File: src/hw/rtl/drrip_pkg.sv
// Shared types and constants for the DRRIP dead-block replacement block.
// No dependencies; used by drrip_lfsr, drrip_row_logic and the top level.
package drrip_pkg;

  // Default sizing, handed to the top-level parameters
  localparam int unsigned SETS_DEF    = 2048;
  localparam int unsigned WAYS_DEF    = 16;
  localparam int unsigned SEL_MAX_DEF = 1023;
  localparam int unsigned ODDS_DEF    = 32;

  // Request word
  typedef struct packed {
    logic        kind;
    logic [10:0] set_index;
    logic [3:0]  way;
    logic        hit;
    logic [15:0] valid_mask;
  } in_t;

  // Result word
  typedef struct packed {
    logic [3:0] victim_way;
    logic       is_victim;
    logic [1:0] victim_reason;
  } out_t;

  // Request kinds
  localparam logic KIND_VICTIM = 1'b0;
  localparam logic KIND_UPDATE = 1'b1;

  // Result reason codes
  localparam logic [1:0] RSN_INVALID = 2'd0;
  localparam logic [1:0] RSN_DEAD    = 2'd1;
  localparam logic [1:0] RSN_RRIP    = 2'd2;
  localparam logic [1:0] RSN_UPDATE  = 2'd3;

  // Config register indexes
  localparam logic CFG_LEADER = 1'b0;
  localparam logic CFG_THRESH = 1'b1;

  // Per-way counter values
  localparam logic [1:0] RRPV_MAX   = 2'd3;
  localparam logic [1:0] RRPV_SRRIP = 2'd2;
  localparam logic [1:0] RRPV_HIT   = 2'd0;
  localparam logic [1:0] DEAD_MAX   = 2'd3;
  localparam logic [1:0] DEAD_RESET = 2'd1;

  // Register reset values
  localparam logic [10:0] LEADER_RESET = 11'd32;
  localparam logic [9:0]  THRESH_RESET = 10'd512;
  localparam int unsigned PSEL_RESET   = 512;

  // Bimodal LFSR
  localparam logic [15:0] LFSR_MASK = 16'hB400;
  localparam logic [15:0] LFSR_SEED = 16'h0001;

endpackage

File: src/hw/rtl/drrip_lfsr.sv
// Bimodal insertion LFSR with a look-ahead check of the next value modulo the odds.
// Depends on drrip_pkg.
module drrip_lfsr #(
  parameter int unsigned BIMODAL_ODDS = drrip_pkg::ODDS_DEF
) (
  input  logic clk_i,
  input  logic rst_ni,
  input  logic advance_i,
  output logic draw_low_o
);

  // Reciprocal for exact division of a 16-bit value by the odds
  localparam int unsigned SH    = 16 + $clog2(BIMODAL_ODDS);
  localparam int unsigned RECIP = (2 ** SH) / BIMODAL_ODDS + 1;
  localparam int unsigned RW    = SH + 1;
  localparam int unsigned PW    = 16 + RW;

  function automatic logic [15:0] lfsr_step(input logic [15:0] v);
    logic [15:0] r;
    r = v >> 1;
    if (v[0]) begin
      r = r ^ drrip_pkg::LFSR_MASK;
    end
    return r;
  endfunction

  logic [15:0] lfsr_q;
  logic [15:0] nxt;
  logic [15:0] nxt_q;
  logic [15:0] quot_q;
  logic        zero_q;
  logic [PW-1:0] prod;
  logic [23:0]   back;

  assign nxt  = lfsr_step(lfsr_q);
  assign prod = PW'(nxt) * PW'(RW'(RECIP));
  assign back = 24'(quot_q) * 24'(BIMODAL_ODDS);

  // State advances only on a bimodal draw
  always_ff @(posedge clk_i or negedge rst_ni) begin
    if (!rst_ni) begin
      lfsr_q <= drrip_pkg::LFSR_SEED;
    end else if (advance_i) begin
      lfsr_q <= nxt;
    end
  end

  // Two-stage remainder check: quotient and next value are registered, then the compare
  always_ff @(posedge clk_i) begin
    nxt_q  <= nxt;
    quot_q <= 16'(prod >> SH);
    zero_q <= (back == 24'(nxt_q));
  end

  assign draw_low_o = zero_q;

endmodule

File: config.mk
export PLATFORM = sky130hd
export DESIGN_NAME = drrip_lfsr
export DESIGN_NICKNAME = d
export VERILOG_FILES = /design/src/hw/rtl/drrip_pkg.sv /design/src/hw/rtl/drrip_lfsr.sv
export SDC_FILE = /design/constraint.sdc
export NUM_CORES = 1
export LEC_CHECK = 0
export ABC_AREA = 0
export BUFFER_PORTS_ARGS = -buffer_cell sky130_fd_sc_hd__buf_4
export CAP_MARGIN = 20
export CORE_ASPECT_RATIO = 0.6
export CORE_MARGIN = 2
export CORE_UTILIZATION = 29
export DETAILED_ROUTE_END_ITERATION = 16
export PLACE_DENSITY = 0.47
export SLEW_MARGIN = 20
export SYNTH_ARGS = -nofsm -noshare
export SYNTH_HDL_FRONTEND = slang
export SYNTH_SLANG_ARGS = --single-unit
File: constraint.sdc
create_clock -name clk_i -period 1.48 [get_ports clk_i]
set_input_delay 0.074 -clock clk_i [delete_from_list [all_inputs] [get_ports clk_i]]
set_output_delay 0.074 -clock clk_i [all_outputs]
set_load 0.1 [all_outputs]
==> impl_metrics.json <==
{
  "outcome": "finished, final reports clean",
  "grt_pass1_wl_um": 1840,
  "syn_area_per_cell_sq_um": 15.7,
  "grt_max_degree": 20,
  "place_ws_ps": 529,
  "cts.htree.levels": 1,
  "critPathRequiredTime_ps": 1680,
  "numCtsBuffers": 3,
  "cts_tree": "done",
  "grt_overflow_total": 0,
  "routed_wl_um": 938,
  "viasPerCell": 4.13,
  "tightest_slew_ps": 277,
  "fp.dieH_um": 43.5,
  "hpwl_um": 630,
  "fin_tns_setup_ps": 0,
  "post-route-period-util_pct": 64.9,
  "dieArea_sq_mm": 0.00304,
  "final_nets": 58,
  "place_congestion": 0.642,
  "hold_path_class": "input pin to flip-flop",
  "p_per_area_mw_per_mm2": 2060,
  "fin_crit_ps": 961,
  "irDropWorstVdd_uv": 833,
  "rows": 14,
  "critPathMaxFanout": 1,
  "reg2reg_depth": 2,
  "wl_per_cell_um": 10.9,
  "r2r-end": "draw_low_o$_DFF_P_",
  "ctsLongestPathBuffers": 2,
  "leakage_uw": 0.000336,
  "synth-seq-cells": 22,
  "drt-initial-drc-count": 8,
  "maxCapViolCount": 0,
  "io_buffer_count": 3,
  "path_class": "flip-flop to flip-flop",
  "cts_resized": 0,
  "critPathLaunchType": "flip-flop",
  "rr_startpoint": "nxt_q[0]$_DFF_P_",
  "ant_nets": 0,
  "worstSkewPairLatency_ps": 250,
  "syn-instance-count": 48,
  "cts_setup_buffers": 0,
  "num_io_pins": 4,
  "first_pass_iters": 2,
  "area_growth_pct": 12.6,
  "r2r_slack_ps": 520,
  "hp-start": "advance_i",
  "syn-num-nets": 51,
  "clk_pin_slew_worst_paths_ps": 70,
  "antenna_found_initial": 0,
  "synth_warnings": 0,
  "grt_pass1_vias": 412,
  "cts-root-buf": "clkbuf_8",
  "cp.arrival_ps": 1160,
  "synth_area_sq_um": 754,
  "seq_area_frac_synth_pct": 69.2,
  "route.detailed.drc": 0,
  "hold-path-endpoint": "lfsr_q[13]$_DFFE_PN0P_",
  "end_kind": "flip-flop",
  "core-area_sq_mm": 0.00249,
  "setup_viol": 0,
  "fin_skew_ps": 1.08,
  "drv_slew": 0,
  "drive_above_1_share_pct": 37.0,
  "layout_setup_ws_ps": 519,
  "rsz0062_at_grt": "no",
  "synthDistinctLibCells": 9,
  "initial_core_util_pct": 30.3,
  "die_w_um": 69.9,
  "antenna_cells": 0,
  "cts_sinks": 22,
  "final_hold_viol_count": 0,
  "max_slew_margin_pct": 81.7,
  "num_vias": 355,
  "fmax_mhz": 1040,
  "grt_use_total_pct": 8.32,
  "whs_path_depth": 2,
  "postCtsHoldBufs": 1
}
-- cells by family (layout without fill, tap and decap cells) --
| kind of cell | count (synthesis) | in the layout | synth area share, % |
|---|---|---|---|
| flip-flops | 22 | 22 | 69.2 |
| multiplexers | 13 | 13 | 19.4 |
| AND/OR/NAND/NOR | 5 | 5 | 2.98 |
| AO/OA/AOI/OAI | 3 | 3 | 1.99 |
| XOR/XNOR | 3 | 3 | 3.48 |
| buffers and inverters | 2 | 8 | 2.98 |
-- cell usage after synthesis --
cell type / n / area share, %
buf_6: 2 / 3.0
dfxtp_1: 6 / 16
nor2_1: 4 / 2.0
a21oi_1: 3 / 2.0
dfstp_2: 1 / 3.5
dfrtp_1: 15 / 50
xnor2_1: 3 / 3.5
mux2_2: 13 / 19
or4_1: 1 / 1.0
-- layout make-up --
cell class | count | area [sq um]
fillers | 247 | 1640
flip-flops and latches | 22 | 522
multi-input cells | 24 | 210
clock buffers | 4 | 45.0
well taps | 32 | 40.0
repair buffers | 4 | 32.5
-- power by group --
part | leakage (uW) | total [uW] | switching, uW | internal, uW
clock network | 0.0000228 | 364 | 172 | 191
registers | 0.000228 | 1060 | 156 | 900
logic | 0.0000852 | 328 | 111 | 216
total | 0.000336 | 1750 | 440 | 1310
-- placed cells by master, fill, tap and decap left out --
master and count:
a21oi_1 3, buf_4 3, clkbuf_1 1, clkbuf_8 3
dfrtp_1 15, dfstp_2 1, dfxtp_1 6, dlygate4sd3_1 1
mux2_2 13, nor2_1 4, or4_1 1, xnor2_1 3
-- metrics by stage --
step           cell area [sq um]  utilization, %  hold slack, ps  total power [uW]  cells
2_1_floorplan                754               -            -222              1310     48
3_3_place_gp                 795            31.9           -52.0              1400     81
3_5_place_dp                 795            31.9           -54.0              1400     81
4_1_cts                      850            34.2             174              1780     86
5_1_grt                      850            34.2             200              1900     86
6_report                     850            34.2             181              1750     86
-- worst max path at each step --
stage                     slack [ps]  depth (start not counted)                 end                from
final                            520                          2  draw_low_o$_DFF_P_    nxt_q[0]$_DFF_P_
after global routing             460                          2  draw_low_o$_DFF_P_    nxt_q[3]$_DFF_P_
after CTS                        510                          2  draw_low_o$_DFF_P_    nxt_q[0]$_DFF_P_
after detailed placement         530                          2  draw_low_o$_DFF_P_    nxt_q[0]$_DFF_P_
after global placement           540                          2  draw_low_o$_DFF_P_    nxt_q[0]$_DFF_P_
after floorplan                  500                          0          draw_low_o  draw_low_o$_DFF_P_
-- metal layers --
metal	track usage [%]	up-vias	wire length, um
li1	-	179	-
met3	5.58	0	65
met2	11.6	6	343
met4	2.31	0	0
met5	0	-	0
met1	10.6	170	529
-- registers in the layout, indices dropped and copies added (netlist names) --
name,flops
draw_low_o,1
lfsr_q,16
nxt_q,5
-- critical path, cell delays in order, from the launching register on --
cell and delay (ps):
dfxtp_1 300, or4_1 520, nor2_1 90
(Power assumes the default switching activity.)
