`src/hw/rtl/drrip_pkg.sv`:
```
// Shared types and constants for the DRRIP dead-block replacement block.
// No dependencies; used by drrip_lfsr, drrip_row_logic and the top level.
package drrip_pkg;

  // Default sizing, handed to the top-level parameters
  localparam int unsigned SETS_DEF    = 2048;
  localparam int unsigned WAYS_DEF    = 16;
  localparam int unsigned SEL_MAX_DEF = 1023;
  localparam int unsigned ODDS_DEF    = 32;

  // Request word
  typedef struct packed {
    logic        kind;
    logic [10:0] set_index;
    logic [3:0]  way;
    logic        hit;
    logic [15:0] valid_mask;
  } in_t;

  // Result word
  typedef struct packed {
    logic [3:0] victim_way;
    logic       is_victim;
    logic [1:0] victim_reason;
  } out_t;

  // Request kinds
  localparam logic KIND_VICTIM = 1'b0;
  localparam logic KIND_UPDATE = 1'b1;

  // Result reason codes
  localparam logic [1:0] RSN_INVALID = 2'd0;
  localparam logic [1:0] RSN_DEAD    = 2'd1;
  localparam logic [1:0] RSN_RRIP    = 2'd2;
  localparam logic [1:0] RSN_UPDATE  = 2'd3;

  // Config register indexes
  localparam logic CFG_LEADER = 1'b0;
  localparam logic CFG_THRESH = 1'b1;

  // Per-way counter values
  localparam logic [1:0] RRPV_MAX   = 2'd3;
  localparam logic [1:0] RRPV_SRRIP = 2'd2;
  localparam logic [1:0] RRPV_HIT   = 2'd0;
  localparam logic [1:0] DEAD_MAX   = 2'd3;
  localparam logic [1:0] DEAD_RESET = 2'd1;

  // Register reset values
  localparam logic [10:0] LEADER_RESET = 11'd32;
  localparam logic [9:0]  THRESH_RESET = 10'd512;
  localparam int unsigned PSEL_RESET   = 512;

  // Bimodal LFSR
  localparam logic [15:0] LFSR_MASK = 16'hB400;
  localparam logic [15:0] LFSR_SEED = 16'h0001;

endpackage

```
`src/hw/rtl/drrip_row_logic.sv`:
```
// Victim choice and per-way counter update for one set row.
// Depends on drrip_pkg.
module drrip_row_logic #(
  parameter int unsigned WAYS = drrip_pkg::WAYS_DEF
) (
  input  logic [WAYS*4-1:0] row_i,
  input  drrip_pkg::in_t    item_i,
  input  logic [1:0]        ins_rrpv_i,
  output logic [WAYS*4-1:0] row_o,
  output drrip_pkg::out_t   res_o
);

  localparam int unsigned WW = (WAYS > 1) ? $clog2(WAYS) : 1;

  always_comb begin
    logic [1:0]    top;
    logic [1:0]    age;
    logic [1:0]    rr;
    logic [1:0]    dc;
    logic          f_inv;
    logic          f_dead;
    logic [WW-1:0] p_inv;
    logic [WW-1:0] p_dead;
    logic [WW-1:0] p_rrip;

    top    = '0;
    rr     = '0;
    dc     = '0;
    f_inv  = 1'b0;
    f_dead = 1'b0;
    p_inv  = '0;
    p_dead = '0;
    p_rrip = '0;
    row_o  = row_i;
    res_o  = '{victim_way: 4'd0, is_victim: 1'b0, victim_reason: drrip_pkg::RSN_UPDATE};

    // Highest RRPV in the set
    for (int w = 0; w < WAYS; w++) begin
      if (row_i[w*4 +: 2] > top) begin
        top = row_i[w*4 +: 2];
      end
    end
    age = drrip_pkg::RRPV_MAX - top;

    // Find-first searches, lowest way wins
    for (int w = WAYS - 1; w >= 0; w--) begin
      if ((w < 16) && !item_i.valid_mask[4'(w)]) begin
        f_inv = 1'b1;
        p_inv = WW'(w);
      end
      if (row_i[w*4+2 +: 2] == 2'd0) begin
        f_dead = 1'b1;
        p_dead = WW'(w);
      end
      if (row_i[w*4 +: 2] == top) begin
        p_rrip = WW'(w);
      end
    end

    if (item_i.kind == drrip_pkg::KIND_VICTIM) begin
      res_o.is_victim = 1'b1;
      if (f_inv) begin
        res_o.victim_way    = 4'(p_inv);
        res_o.victim_reason = drrip_pkg::RSN_INVALID;
      end else if (f_dead) begin
        res_o.victim_way    = 4'(p_dead);
        res_o.victim_reason = drrip_pkg::RSN_DEAD;
      end else begin
        res_o.victim_way    = 4'(p_rrip);
        res_o.victim_reason = drrip_pkg::RSN_RRIP;
        // Age the set so the oldest way sits at the max RRPV
        for (int w = 0; w < WAYS; w++) begin
          row_o[w*4 +: 2] = row_i[w*4 +: 2] + age;
        end
      end
    end else begin
      // Update of the addressed way; ways past the set size match nothing
      for (int w = 0; w < WAYS; w++) begin
        if (6'(w) == 6'(item_i.way)) begin
          rr = row_i[w*4 +: 2];
          dc = row_i[w*4+2 +: 2];
          if (item_i.hit) begin
            if (dc != drrip_pkg::DEAD_MAX) begin
              dc = dc + 2'd1;
            end
            rr = drrip_pkg::RRPV_HIT;
          end else begin
            if (dc != 2'd0) begin
              dc = dc - 2'd1;
            end
            rr = ins_rrpv_i;
          end
          row_o[w*4 +: 4] = {dc, rr};
        end
      end
    end
  end

endmodule

```
`config.mk`:
```
export PLATFORM = sky130hd
export DESIGN_NAME = drrip_row_logic
export DESIGN_NICKNAME = d
export VERILOG_FILES = /design/src/hw/rtl/drrip_pkg.sv /design/src/hw/rtl/drrip_row_logic.sv
export SDC_FILE = /design/constraint.sdc
export NUM_CORES = 1
export LEC_CHECK = 0
export BUFFER_PORTS_ARGS = -buffer_cell sky130_fd_sc_hd__buf_2
export CAP_MARGIN = 10
export CELL_PAD_IN_SITES_DETAIL_PLACEMENT = 1
export CELL_PAD_IN_SITES_GLOBAL_PLACEMENT = 1
export CORE_AREA = 10 10 101 103
export DETAILED_ROUTE_END_ITERATION = 7
export DIE_AREA = 0 0 111 113
export GPL_TIMING_DRIVEN = 0
export PLACE_DENSITY_LB_ADDON = 0.1
export SYNTH_ARGS = -nofsm -noshare
export SYNTH_HDL_FRONTEND = slang
export SYNTH_SLANG_ARGS = --single-unit
```
`constraint.sdc`:
```
create_clock -name vclk -period 1.1
set_input_delay 0.055 -clock vclk [all_inputs]
set_output_delay 0.055 -clock vclk [all_outputs]
set_load 0.05 [all_outputs]
```
==> flow_summary.yaml <==
global_route:
  antenna_found_initial: 2
  grt_pass1_wl_um: 21830
  grt_start_max_net_pins: 11
  grt_pass1_vias: 3470
  grt_remaining_overflow: 0
  grt_usage: 0.2140
setup_path:
  path_cells: "buf_12 -> or3b_4 -> buf_12 -> o31ai_4 -> a21oi_4 -> buf_6"
  max_stage_delay_ns: 0.50
  start_kind: "input port"
  crit_arrival_ns: 1.38
  cpMaxStageDelayCell: "or3b_4"
  path_class: "in2out"
  cp_common_cell: "buf_12"
  endpoint_kind: "output pin"
  cp_data_required_time_ns: 1.04
  critPathMaxFanout: 7
layout:
  design_area_um2: 5864
  synthToLayoutAreaGrowth_pct: 281.1
  layout.nets: 588
  final_cells: 594
  layout-drive-gt1-share: 0.8645
  register_area_um2: 0
  seq_cell_count: 0
  finish.utilization: 0.7210
  nClkBuffers: 0
timing:
  hold_viol: 0
  finalSetupTns_ns: -12.09
  drv_slew: 0
  fmax_mhz: 694.6
  setup_ws_ns: -0.3396
  hold-worst-slack_ns: 0.4166
  rsz0062_at_grt: "yes"
  fin_crit_ns: 1.440
  post-route-period-util: 1.309
  setup_violations: 67
synth:
  synth.most_common_cell: "o21ai_0"
  ys_types: 35
  netlist_top_cells_count: "o21ai_0, nand2_1, a31oi_1"
  seq_area_frac_synth: 0
  synth_area_leaders: "o21ai_0, a31oi_1, nand2_1"
  ys.warnings.count: 0
  synth_area_um2: 1539
  synth_top_area_cell: "o21ai_0"
  postSynthNetCount: 373
  syn_inst: 274
  syn_avg_cell_area_um2: 5.617
  synthDominantCellAreaShare: 0.2146
floorplanning:
  die_h_um: 113
  core_um2: 8134
  dieArea_um2: 12540
  die_x_um: 111
  ios: 170
  initial_core_util: 0.1892
  num_rows: 33
outcome:
  violations: "setup timing"
  run_status: "complete, but fails checks"
clocking:
  postCtsHoldBufs: 0
routing:
  drt_iter0_markers: 306
  antenna_left: 0
  routed_wl_um: 19650
  drc_errors: 0
  vias: 3516
  dr.pass1.iters: 4
  viasPerCell: 5.919
  wl_per_cell_um: 33.08
power:
  power_density_nw_per_um2: 524.0
  cellLeakagePower_nw: 2.244
  vdd_ir_drop_max_mv: 0.3215
placed_design:
  gp_congestion: 0.7767
  place_area_um2: 3329
  place_hpwl_um: 8837
  io_buffer_count: 148
  dp_cells: 527
worst_hold_path:
  min_path_type: "in2out"
job:
  drv_cap: 0
==> through the flow <==
stage	total power [W]	setup WS, ns
floorplan	0.001333	-0.3236
global route	0.003145	-0.3482
global placement	0.001836	-0.5705
CTS	0.002644	-0.2678
finish	0.003073	-0.3396
detailed placement	0.001857	-0.5661
==> power by group <==
| group | leakage, nW | switching [W] | internal [W] |
|---|---|---|---|
| logic | 2.24 | 0.00185 | 0.00122 |
| clock network | 0.0000127 | 0 | 0.000000000243 |
| registers | 0 | 0 | 0 |
==> kinds of logic (layout without fill, tap and decap cells) <==
group,Yosys count,in the layout,synth area share
AOI/OAI and AO/OA,153,153,0.6138
and+or+nand+nor,73,73,0.2374
buffers and inverters,47,260,0.1463
other,1,3,0.002437
==> area by class of cell <==
cell class / count / area (um^2)
timing repair buffer: 217 / 2126
inverter: 13 / 52.55
fill: 788 / 2270
antenna: 2 / 5.005
tap: 105 / 131.4
buffer: 30 / 501.7
multi-input combinational: 227 / 3048
==> routing by layer <==
metal	vias up	GRT usage	share of wire
li1	1483	-	-
met1	1752	0.2418	0.39
met2	231	0.4104	0.50
met3	50	0.05124	0.066
met4	0	0.01649	0.040
met5	-	0	0
==> timing repair <==
item,in CTS,in global routing
resized for setup,325,112
cloned,10,3
pin swaps,36,41
buffers inserted,40,18
endpoints found under the setup margin,64,65
==> placed cells by master, fill, tap and decap left out, types with 4 or more instances in the layout <==
cell type   n
o21ai_4    56
nand2_8     8
buf_8      30
buf_4      35
inv_1      12
nand2_2     6
a21oi_4    17
nand2_1    14
buf_6      69
a31oi_4    12
clkbuf_16   9
nand2_4     6
o21ai_2     8
clkbuf_8    5
buf_12     17
nor2_1      5
a31oi_1     9
buf_16      4
a211oi_4    4
buf_2      76
o31ai_4    15
==> worst max-delay path: cells and delay by family <==
kind	cells	cell delay, ns
AO/OA/AOI/OAI	2	0.37
buffers and inverters	3	0.46
AND/OR/NAND/NOR	1	0.50
==> path summary, 6_finish.rpt <==
check	from	end	cells past startpoint
worst max-delay path	item_i[17]	row_o[51]	6
worst min-delay path	item_i[32]	res_o[0]	2
No activity file was read; power rests on OpenSTA's default activity.
